==> src/hw/rtl/salu_pkg.sv <==
// ----------------------------------------------------------------------------
// salu_pkg
// Shared opcodes, widths and pipeline payload types of the signed ALU.
// ----------------------------------------------------------------------------
`default_nettype none

package salu_pkg;

  localparam int unsigned W = 32;
  localparam int unsigned OpW = 4;
  localparam int unsigned DivStages = (W + 1) / 2;
  localparam int unsigned MulW = 2 * W;
  localparam int unsigned HalfW = W / 2;

  typedef enum logic [OpW-1:0] {
    OpAdd = 4'd0, OpSub = 4'd1, OpMul = 4'd2, OpDiv = 4'd3, OpAnd = 4'd4,
    OpEq = 4'd5, OpNe = 4'd6, OpLt = 4'd7, OpGt = 4'd8, OpGti = 4'd9,
    OpLti = 4'd10, OpLd = 4'd11, OpSt = 4'd12, OpAddr = 4'd13,
    OpBad0 = 4'd14, OpBad1 = 4'd15
  } op_e;

  typedef struct packed {
    logic [W-1:0] res;
    logic         ovf;
    logic         is_div;
    logic         is_mul;
    logic         a_neg;
    logic         b_neg;
  } side_t;

endpackage

`default_nettype wire

==> src/hw/rtl/salu_div_stage.sv <==
// ----------------------------------------------------------------------------
// salu_div_stage
// Two restoring division steps on unsigned magnitudes.
// ----------------------------------------------------------------------------
`default_nettype none

module salu_div_stage (
  input  wire logic [salu_pkg::W-1:0] rem_i,
  input  wire logic [salu_pkg::W-1:0] quo_i,
  input  wire logic [salu_pkg::W-1:0] dvs_i,
  output logic      [salu_pkg::W-1:0] rem_o,
  output logic      [salu_pkg::W-1:0] quo_o
);

  logic [salu_pkg::W:0] t0, t1;
  logic [salu_pkg::W-1:0] r1, q1;

  always_comb begin
    t0 = {rem_i, quo_i[salu_pkg::W-1]};
    if (t0 >= {1'b0, dvs_i}) begin
      t0 = t0 - {1'b0, dvs_i};
      q1 = {quo_i[salu_pkg::W-2:0], 1'b1};
    end else begin
      q1 = {quo_i[salu_pkg::W-2:0], 1'b0};
    end
    r1 = t0[salu_pkg::W-1:0];
    t1 = {r1, q1[salu_pkg::W-1]};
    if (t1 >= {1'b0, dvs_i}) begin
      t1 = t1 - {1'b0, dvs_i};
      quo_o = {q1[salu_pkg::W-2:0], 1'b1};
    end else begin
      quo_o = {q1[salu_pkg::W-2:0], 1'b0};
    end
    rem_o = t1[salu_pkg::W-1:0];
  end

endmodule

`default_nettype wire
==> config.mk <==
export PLATFORM = sky130hd
export DESIGN_NAME = salu_div_stage
export DESIGN_NICKNAME = d
export VERILOG_FILES = /design/src/hw/rtl/salu_pkg.sv /design/src/hw/rtl/salu_div_stage.sv
export SDC_FILE = /design/constraint.sdc
export NUM_CORES = 1
export LEC_CHECK = 0
export ABC_CLOCK_PERIOD_IN_PS = 6900
export BUFFER_PORTS_ARGS = -buffer_cell sky130_fd_sc_hd__buf_2
export CORE_MARGIN = 2
export CORE_UTILIZATION = 49
export DETAILED_ROUTE_END_ITERATION = 16
export GPL_TIMING_DRIVEN = 0
export PLACE_DENSITY_LB_ADDON = 0.1
export SYNTH_ARGS = -nofsm -noshare
export SYNTH_HDL_FRONTEND = slang
export SYNTH_SLANG_ARGS = --single-unit
==> constraint.sdc <==
create_clock -name vclk -period 6.9
set_input_delay 1.38 -clock vclk [all_inputs]
set_output_delay 1.38 -clock vclk [all_outputs]
set_load 0.01 [all_outputs]
==> results of run 1 <==
-- final timing paths --
path | endpoint | startpoint | slack (ns)
setup / recovery | rem_o[4] | dvs_i[10] | -0.77
hold / removal | quo_o[5] | quo_i[3] | 2.94
-- layout by cell type (no fill, tap or decap), types with 4 or more instances in the layout --
cell	count
o21ai_0	26
nor2b_1	5
o21bai_1	4
and3_1	4
a211oi_1	5
buf_6	30
buf_2	110
nor2_1	39
buf_12	5
ha_1	44
xnor2_1	39
nand3_1	16
ha_4	10
inv_1	49
buf_4	66
nand2_1	34
mux2_4	31
o211ai_1	4
o21ai_1	6
ha_2	10
a21oi_1	43
a21o_1	23
mux2_2	27
nor3_1	11
nor3_2	4
a21oi_2	8
nand4_1	11
a2111oi_4	4
xor2_1	13
o21a_1	8
-- final cells by class --
cell class,count,area (µm²)
plain buffers,42,364
fillers,760,2780
inverters,54,209
multi-input cells,510,4520
well taps,111,139
repair buffers,172,1140
-- timing repair --
| action | in CTS | in global routing |
|---|---|---|
| setup endpoints to repair | 33 | 33 |
| gates cloned | 3 | 0 |
| resized for setup | 79 | 27 |
| pin swaps | 22 | 9 |
| setup buffers | 38 | 5 |
-- cells by family (layout without fill, tap and decap cells) --
group,Yosys count,after routing,share of synthesized area (%)
XOR/XNOR,52,52,9.92
AO/OA/AOI/OAI,179,179,26.6
buffers and inverters,99,268,12.2
adder cells (fa/ha/maj),66,66,18.3
multiplexers,62,62,17.5
AND/OR/NAND/NOR,151,151,15.6
-- per-layer routing --
layer | part of all wire (%) | up-vias | GRT usage [%]
met5 | 0 | - | 0
met4 | 1.9 | 0 | 4.95
met3 | 6.2 | 22 | 2.22
met2 | 50 | 198 | 48.4
met1 | 42 | 2343 | 34.5
li1 | - | 2556 | -
-- power groups by stage --
stage                     sequential (mW)  combinational (mW)  clock (mW)
after floorplan                         0               0.858           0
after global placement                  0                1.11           0
after detailed placement                0                1.13           0
after CTS                               0                1.38           0
after global routing                    0                1.50           0
final                                   0                1.39           0
==> impl_metrics.toml, run 1 <==
[run_status]
status = "finished, violations left"
violations = "negative setup slack"

[synthesis]
synthesis.instances = 609
ys_seq_area_share_pct = 0
ys_warn_count = 0
synth.top_cell.area_share_pct = 17.4
netlist_area_mm2 = 0.00459
syn_avg_cell_area_um2 = 7.54
synth_area_leaders = "ha_1 (17%), mux2_4 (9.5%), xnor2_1 (7.4%)"
syn_nets = 771
synth.distinct_cells = 62
yosysMostFrequentCell = "ha_1"
netlist_top_cells_count = "ha_1 (64), inv_1 (54), a21oi_1 (50)"
synth_largest_area_cell = "ha_1"

[layout]
final_cells = 889
clkbuf_count = 0
diodes = 0
syn2layout_area_growth_pct = 38.8
final_util_pct = 69.7
final-seq-area_um2 = 0
final_nets = 942
final_area_mm2 = 0.00637
nFlopsAndLatches = 0
layout-drive-gt1-share_pct = 45.9

[critical_path]
required_ns = 5.52
crit_cells = 25
path_common_cell = "buf_2"
crit_type = "input pin to output port"
cp_top_family = "compound AO/OA/AOI/OAI gates"
path_max_fanout = 7
max_stage_delay_ns = 0.40
crit_slowest_cell = "o41a_1"
end_kind = "output port"
cp-start-kind = "input pin"
arrival_ns = 6.29
critPathBufInv = 7

[floorplan]
initial_core_util_pct = 50.2
core_mm2 = 0.00915
io_pins = 160
die_w_um = 101
die_area_mm2 = 0.0102
row_count = 35
die_h_um = 101

[place]
place_area_mm2 = 0.00555
gp_congestion = 0.946
dp_cells = 850
dp_hpwl_um = 10700
place_ws_ns = -1.57
portBuffers = 130

[timing]
final.min_clock_period_ns = 7.67
min_period_over_period_pct = 111
relSlewSlack_pct = 64.8
fin_tns_setup_ns = -22.82
final-max-slew-violation-count = 0
finalWorstSetupSlack_ns = -0.771
worstMarginPinSlew_ns = 0.515
rsz0062_at_grt = "true"
hold-worst-slack_ns = 2.94
hold_viol = 0
max_freq_mhz = 130
setup_viol = 33

[power_and_ir_drop]
clkPwrFrac_pct = 0
peakVddDrop_uv = 124
power.switching_mw = 0.639
power_density_mw_per_mm2 = 218
switching_share_pct = 45.9
p_int_mw = 0.751
share_seq_of_total_power_pct = 0
power.total_mw = 1.39
p_comb_share_pct = 100.0
power.leakage_nw = 3.05

[global_route]
grt_pass1_vias = 4980
grt_pass1_wl_um = 22800
antenna_found_initial = 0
grt-ovfl-total = 0
grt_usage_pct = 26.7
grt_max_degree = 11

[route]
drt-total-wl_um = 14100
drc = 0
dr.pass1.iters = 5
antenna_left = 0
drtIter0Drc = 213
viasPerCell = 5.76
vias = 5119
wire_per_inst_um = 15.9

[hold_path]
hold_depth = 2
hold_path_class = "input pin to output port"

[job]
maxCapViolCount = 0

[clocking]
cts_hold_buf = 0
No activity file was read; power rests on OpenSTA's default activity.
==> run 2, diff against run 1 <==
--- a/config.mk
+++ b/config.mk
@@ -5,10 +5,11 @@
 export SDC_FILE = /design/constraint.sdc
 export NUM_CORES = 1
 export LEC_CHECK = 0
+export ABC_AREA = 1
 export ABC_CLOCK_PERIOD_IN_PS = 6900
 export BUFFER_PORTS_ARGS = -buffer_cell sky130_fd_sc_hd__buf_2
 export CORE_MARGIN = 2
-export CORE_UTILIZATION = 49
+export CORE_UTILIZATION = 51
 export DETAILED_ROUTE_END_ITERATION = 16
 export GPL_TIMING_DRIVEN = 0
 export PLACE_DENSITY_LB_ADDON = 0.1
==> constraint.sdc (replaced) <==
create_clock -name vclk -period 6.9
set_input_delay 0 -clock vclk [all_inputs]
set_output_delay 0 -clock vclk [all_outputs]
set_load 0.01 [all_outputs]
==> run 2 against run 1 <==
The flow now finishes without violations. Synthesized cell count increased by 93%. Largest power group unchanged. Sequential share of layout area unchanged. Global-route usage grew 7.2 points. Total power is 17% lower.
==> impl_metrics.toml, run 2 <==
[place]
dp_cells = 1447
portBuffers = 130
gp_congestion = 0.987
dp_hpwl_um = 19200

[timing]
hold_viol = 0
min_period_over_period_pct = 65.7
max_freq_mhz = 221
final.min_clock_period_ns = 4.53
fin_tns_setup_ns = 0
rsz0062_at_grt = "false"
relSlewSlack_pct = 61.9
setup_viol = 0
worstMarginPinSlew_ns = 0.571
hold-worst-slack_ns = 0.183
final-max-slew-violation-count = 0

[synthesis]
synth_area_leaders = "nand2_1 (29%), inv_1 (14%), ha_1 (14%)"
ys_seq_area_share_pct = 0
syn_avg_cell_area_um2 = 5.01
netlist_top_cells_count = "nand2_1 (458), inv_1 (215), nor2_1 (83)"
netlist_area_mm2 = 0.00589
syn_nets = 1336
ys_warn_count = 0
synth.distinct_cells = 34
synth.top_cell.area_share_pct = 29.2
synth_largest_area_cell = "nand2_1"
yosysMostFrequentCell = "nand2_1"
synthesis.instances = 1174

[clocking]
cts_hold_buf = 0
post_cts_resized = 0
post_cts_buffers = 0

[layout]
final_util_pct = 59.3
final_nets = 1468
layout-drive-gt1-share_pct = 14.8
final_cells = 1447
syn2layout_area_growth_pct = 14.1
diodes = 0
mostFrequentLayoutCells = "nand2_1 (458), inv_1 (215), buf_2 (143)"
clkbuf_count = 0
final_common_cell = "nand2_1"
final-seq-area_um2 = 0
nFlopsAndLatches = 0

[critical_path]
required_ns = 6.90
end_kind = "output port"
crit_type = "input pin to output port"
arrival_ns = 4.53
cp-start-kind = "input pin"
path_max_fanout = 10

[route]
viasPerCell = 5.30
drt-total-wl_um = 21900
wire_per_inst_um = 15.1
drc = 0
drtIter0Drc = 659
antenna_left = 0
vias = 7675
dr.pass1.iters = 5

[floorplan]
die_area_mm2 = 0.0124
die_w_um = 111
die_h_um = 111
io_pins = 160
initial_core_util_pct = 52.0
core_mm2 = 0.0113
row_count = 39

[global_route]
use_met3_pct = 3.48
grt_pass1_wl_um = 34400
grt_max_degree = 11
grt_pass1_vias = 6860
grt-ovfl-total = 0
antenna_found_initial = 0
top_usage_layer = "met2"
grt_use_met2_pct = 55.0
grt_usage_pct = 33.9
use_met1_pct = 48.0

[power_and_ir_drop]
power.total_mw = 1.15
power_density_mw_per_mm2 = 171
peakVddDrop_uv = 121
power.leakage_nw = 4.31

[hold_path]
hold_path_class = "input pin to output port"
hold_depth = 2
whs_endpoint = "quo_o[10]"
hp-start = "quo_i[8]"

[run_status]
status = "completed"

[job]
maxCapViolCount = 0
==> run 2: cell types whose count changed in the layout (fill, tap and decap cells not counted), moves of 23 or more <==
cell	previous run	this run
xnor2_1	39	16
buf_6	30	3
nand4_1	11	50
nor2_1	39	83
mux2_2	27	0
buf_4	66	33
inv_1	49	215
nand2_1	34	458
mux2_4	31	0
buf_2	110	143
nand3_1	16	76
==> run 2: logic make-up (layout without fill, tap and decap cells) <==
| group | Yosys count | after routing | share of synthesized area, % |
|---|---|---|---|
| AOI/OAI and AO/OA | 102 | 102 | 9.74 |
| and+or+nand+nor | 694 | 694 | 49.7 |
| adders and majority gates | 66 | 66 | 14.3 |
| xor gates and xnor gates | 42 | 42 | 6.25 |
| buffers and inverters | 270 | 400 | 20.0 |
==> run 2: critical path, stage by stage <==
cell      delay [ns]
buf_2           0.09
inv_1           0.12
ha_1            0.32
nand2_1         0.15
nor2_1          0.09
nand2_1         0.11
nor2_1          0.06
nand2_1         0.10
nand2_1         0.08
a21oi_2         0.33
clkbuf_1        0.49
nand3_1         0.14
nand2_1         0.12
ha_1            0.30
a21oi_1         0.25
nand2_1         0.16
nand3_1         0.10
nand2_1         0.10
nand2_1         0.08
nand2_1         0.14
nand4_1         0.11
nand2_1         0.11
nand2_1         0.27
buf_2           0.29
nand4_1         0.17
nand2_1         0.11
buf_2           0.13
==> run 2: worst max-delay path by stage <==
| stage | to | slack [ns] | startpoint |
|---|---|---|---|
| global route | rem_o[21] | 1.96 | dvs_i[18] |
| finish | rem_o[17] | 2.37 | dvs_i[23] |
| global placement | rem_o[19] | 2.55 | dvs_i[18] |
| floorplan | rem_o[2] | 3.81 | dvs_i[24] |
| CTS | rem_o[19] | 2.53 | dvs_i[18] |
| detailed placement | rem_o[19] | 2.52 | dvs_i[23] |
==> run 2: per-stage QoR <==
stage                     worst slack, ns  cell area, µm²
after floorplan                      3.81            5890
after global placement               2.55            6720
after detailed placement             2.52            6720
after CTS                            2.53            6720
after global routing                 1.96            6720
final                                2.37            6720
==> run 2: per-layer routing <==
metal | share of wire, % | up-vias
met3 | 9.3 | 41
met2 | 43 | 377
li1 | - | 3911
met1 | 45 | 3346
met4 | 2.9 | 0
met5 | 0 | -
==> run 2: power breakdown <==
part	leakage, nW	total (mW)	internal (mW)	switching, mW
Combinational	4.31	1.15	0.418	0.731
Clock	0	0	0	0
Sequential	0	0	0	0
==> run 2: layout make-up <==
type                            instances  area (µm²)
Inverter                              219         822
Tap cell                              143         179
Buffer                                 51         354
Timing Repair Buffer                  130         651
Fill cell                            1301        4610
Multi-Input combinational cell        904        4710
==> run 3, diff against run 2 <==
--- a/config.mk
+++ b/config.mk
@@ -6,7 +6,7 @@
 export NUM_CORES = 1
 export LEC_CHECK = 0
 export ABC_AREA = 1
-export ABC_CLOCK_PERIOD_IN_PS = 6900
+export ABC_CLOCK_PERIOD_IN_PS = 4100
 export BUFFER_PORTS_ARGS = -buffer_cell sky130_fd_sc_hd__buf_2
 export CORE_MARGIN = 2
 export CORE_UTILIZATION = 51
==> constraint.sdc (replaced) <==
create_clock -name vclk -period 4.1
set_input_delay 0 -clock vclk [all_inputs]
set_output_delay 0 -clock vclk [all_outputs]
set_load 0.01 [all_outputs]
==> run 3 against run 2 <==
Cell count increased by 0.48%. Core utilization is 4.8 points higher. Largest power group unchanged. Routed wire length up 2.9%. Combinational power is 81% higher. Worst hold slack unchanged. First-iteration DRC count up 3.9%. Sequential cell count stayed put. Setup slack got worse by 2.2 ns. Count of clock-buffer cells in the layout is the same. Global-route usage hardly changed. Final area rose by 8.1%. Via count up 2.2%.
==> impl_metrics.toml, run 3 (synthesized netlist as in run 2, its figures left out) <==
[global_route]
grt_usage_pct = 33.9
grt-ovfl-total = 0
antenna_found_initial = 0
grt_pass1_wl_um = 34400
grt_max_degree = 11
grt_pass1_vias = 6850

[power_and_ir_drop]
power_density_mw_per_mm2 = 287
p_int_mw = 0.783
power.leakage_nw = 4.38
peakVddDrop_uv = 206
p_comb_share_pct = 100.0
switching_share_pct = 62.4
power.switching_mw = 1.30
clkPwrFrac_pct = 0
share_seq_of_total_power_pct = 0

[place]
portBuffers = 130
dp_hpwl_um = 19200
gp_congestion = 0.987
dp_cells = 1447
place_ws_ns = -0.279

[floorplan]
core_mm2 = 0.0113
die_area_mm2 = 0.0124
die_w_um = 111
die_h_um = 111
row_count = 39
io_pins = 160
initial_core_util_pct = 52.0

[layout]
syn2layout_area_growth_pct = 23.3
final_util_pct = 64.1
clkbuf_count = 0
mostFrequentLayoutCells = "nand2_1 (449), inv_1 (212), buf_2 (138)"
final-seq-area_um2 = 0
nFlopsAndLatches = 0
final_cells = 1454
layout-drive-gt1-share_pct = 20.2
final_nets = 1475
diodes = 0
final_common_cell = "nand2_1"

[timing]
worstMarginPinSlew_ns = 0.529
relSlewSlack_pct = 64.4
rsz0062_at_grt = "false"
hold-worst-slack_ns = 0.183
min_period_over_period_pct = 94.9
setup_viol = 0
finalWorstSetupSlack_ns = 0.210
max_freq_mhz = 257
final.min_clock_period_ns = 3.89
hold_viol = 0
final-max-slew-violation-count = 0

[route]
vias = 7842
wire_per_inst_um = 15.5
drc = 0
drt-total-wl_um = 22500
antenna_left = 0
drtIter0Drc = 685
viasPerCell = 5.39
dr.pass1.iters = 5

[critical_path]
cp-start-kind = "input pin"
end_kind = "output port"
crit_type = "input pin to output port"
arrival_ns = 3.89
path_max_fanout = 10
required_ns = 4.10

[hold_path]
hold_path_class = "input pin to output port"

[run_status]
status = "completed"

[job]
maxCapViolCount = 0
[run 3: cell types whose count changed in the layout (fill, tap and decap cells not counted), moves of 7 or more]
cell     delta
nand2_2     +7
nand2_1     -9
ha_1       -29
ha_4       +20
nor2_2      +7
nor2_4      +8
buf_4       +7
nor2_1     -15
ha_2        +9
[run 3: final cells by class]
type,instances,area (µm²)
Buffer,51,393
Inverter,219,826
Tap cell,143,179
Multi-Input combinational cell,904,5160
Fill cell,1226,4060
Timing Repair Buffer,137,703
[run 3: worst max-delay path, cell delays in order]
cell	delay (ns)
buf_2	0.10
inv_1	0.13
ha_2	0.34
nand2_2	0.13
inv_2	0.03
a21oi_1	0.18
a21boi_1	0.25
nand3_2	0.16
nand2_4	0.17
nand2_8	0.09
buf_6	0.16
nand2_1	0.07
nand2_1	0.07
ha_2	0.40
nand2_1	0.14
o21ai_1	0.28
a21oi_1	0.09
nand2_2	0.12
nand4_1	0.10
nand2_2	0.13
nand2_4	0.10
nand3_4	0.14
buf_6	0.17
nand2_1	0.07
nand2_1	0.10
buf_2	0.14
[run 3: timing repair]
item                                    in CTS  in global routing
resized for setup                            4                107
endpoints found under the setup margin      33                 33
setup buffers                                0                  7
pin swaps                                    0                  6
hold buffers                                 0                  0
[run 3: worst paths after layout]
check,start,end,slack [ns],depth (start not counted)
worst max-delay path,dvs_i[24],rem_o[19],0.21,26
worst min-delay path,quo_i[8],quo_o[10],0.18,2
[run 3: layer usage]
metal,vias to the layer above,GRT usage [%],share of wire [%],wire [µm]
li1,3931,-,-,-
met1,3453,48.0,45,10000
met2,414,55.0,43,9800
met3,44,3.43,8.9,2010
met4,0,8.81,3.1,690
met5,-,0,0,0
[run 3: power groups by stage]
stage,Sequential [mW],Combinational [mW],Clock (mW)
after floorplan,0,1.32,0
after global placement,0,1.89,0
after detailed placement,0,1.90,0
after CTS,0,1.91,0
after global routing,0,2.28,0
final,0,2.08,0
[run 3: per-stage QoR]
step / power, mW / cell area (µm²) / setup TNS (ns)
6_report: 2.08 / 7260 / 0
5_1_grt: 2.28 / 7260 / 0
4_1_cts: 1.91 / 6720 / 0
3_5_place_dp: 1.90 / 6720 / -7.75
3_3_place_gp: 1.89 / 6720 / -6.61
2_1_floorplan: 1.32 / 5890 / 0
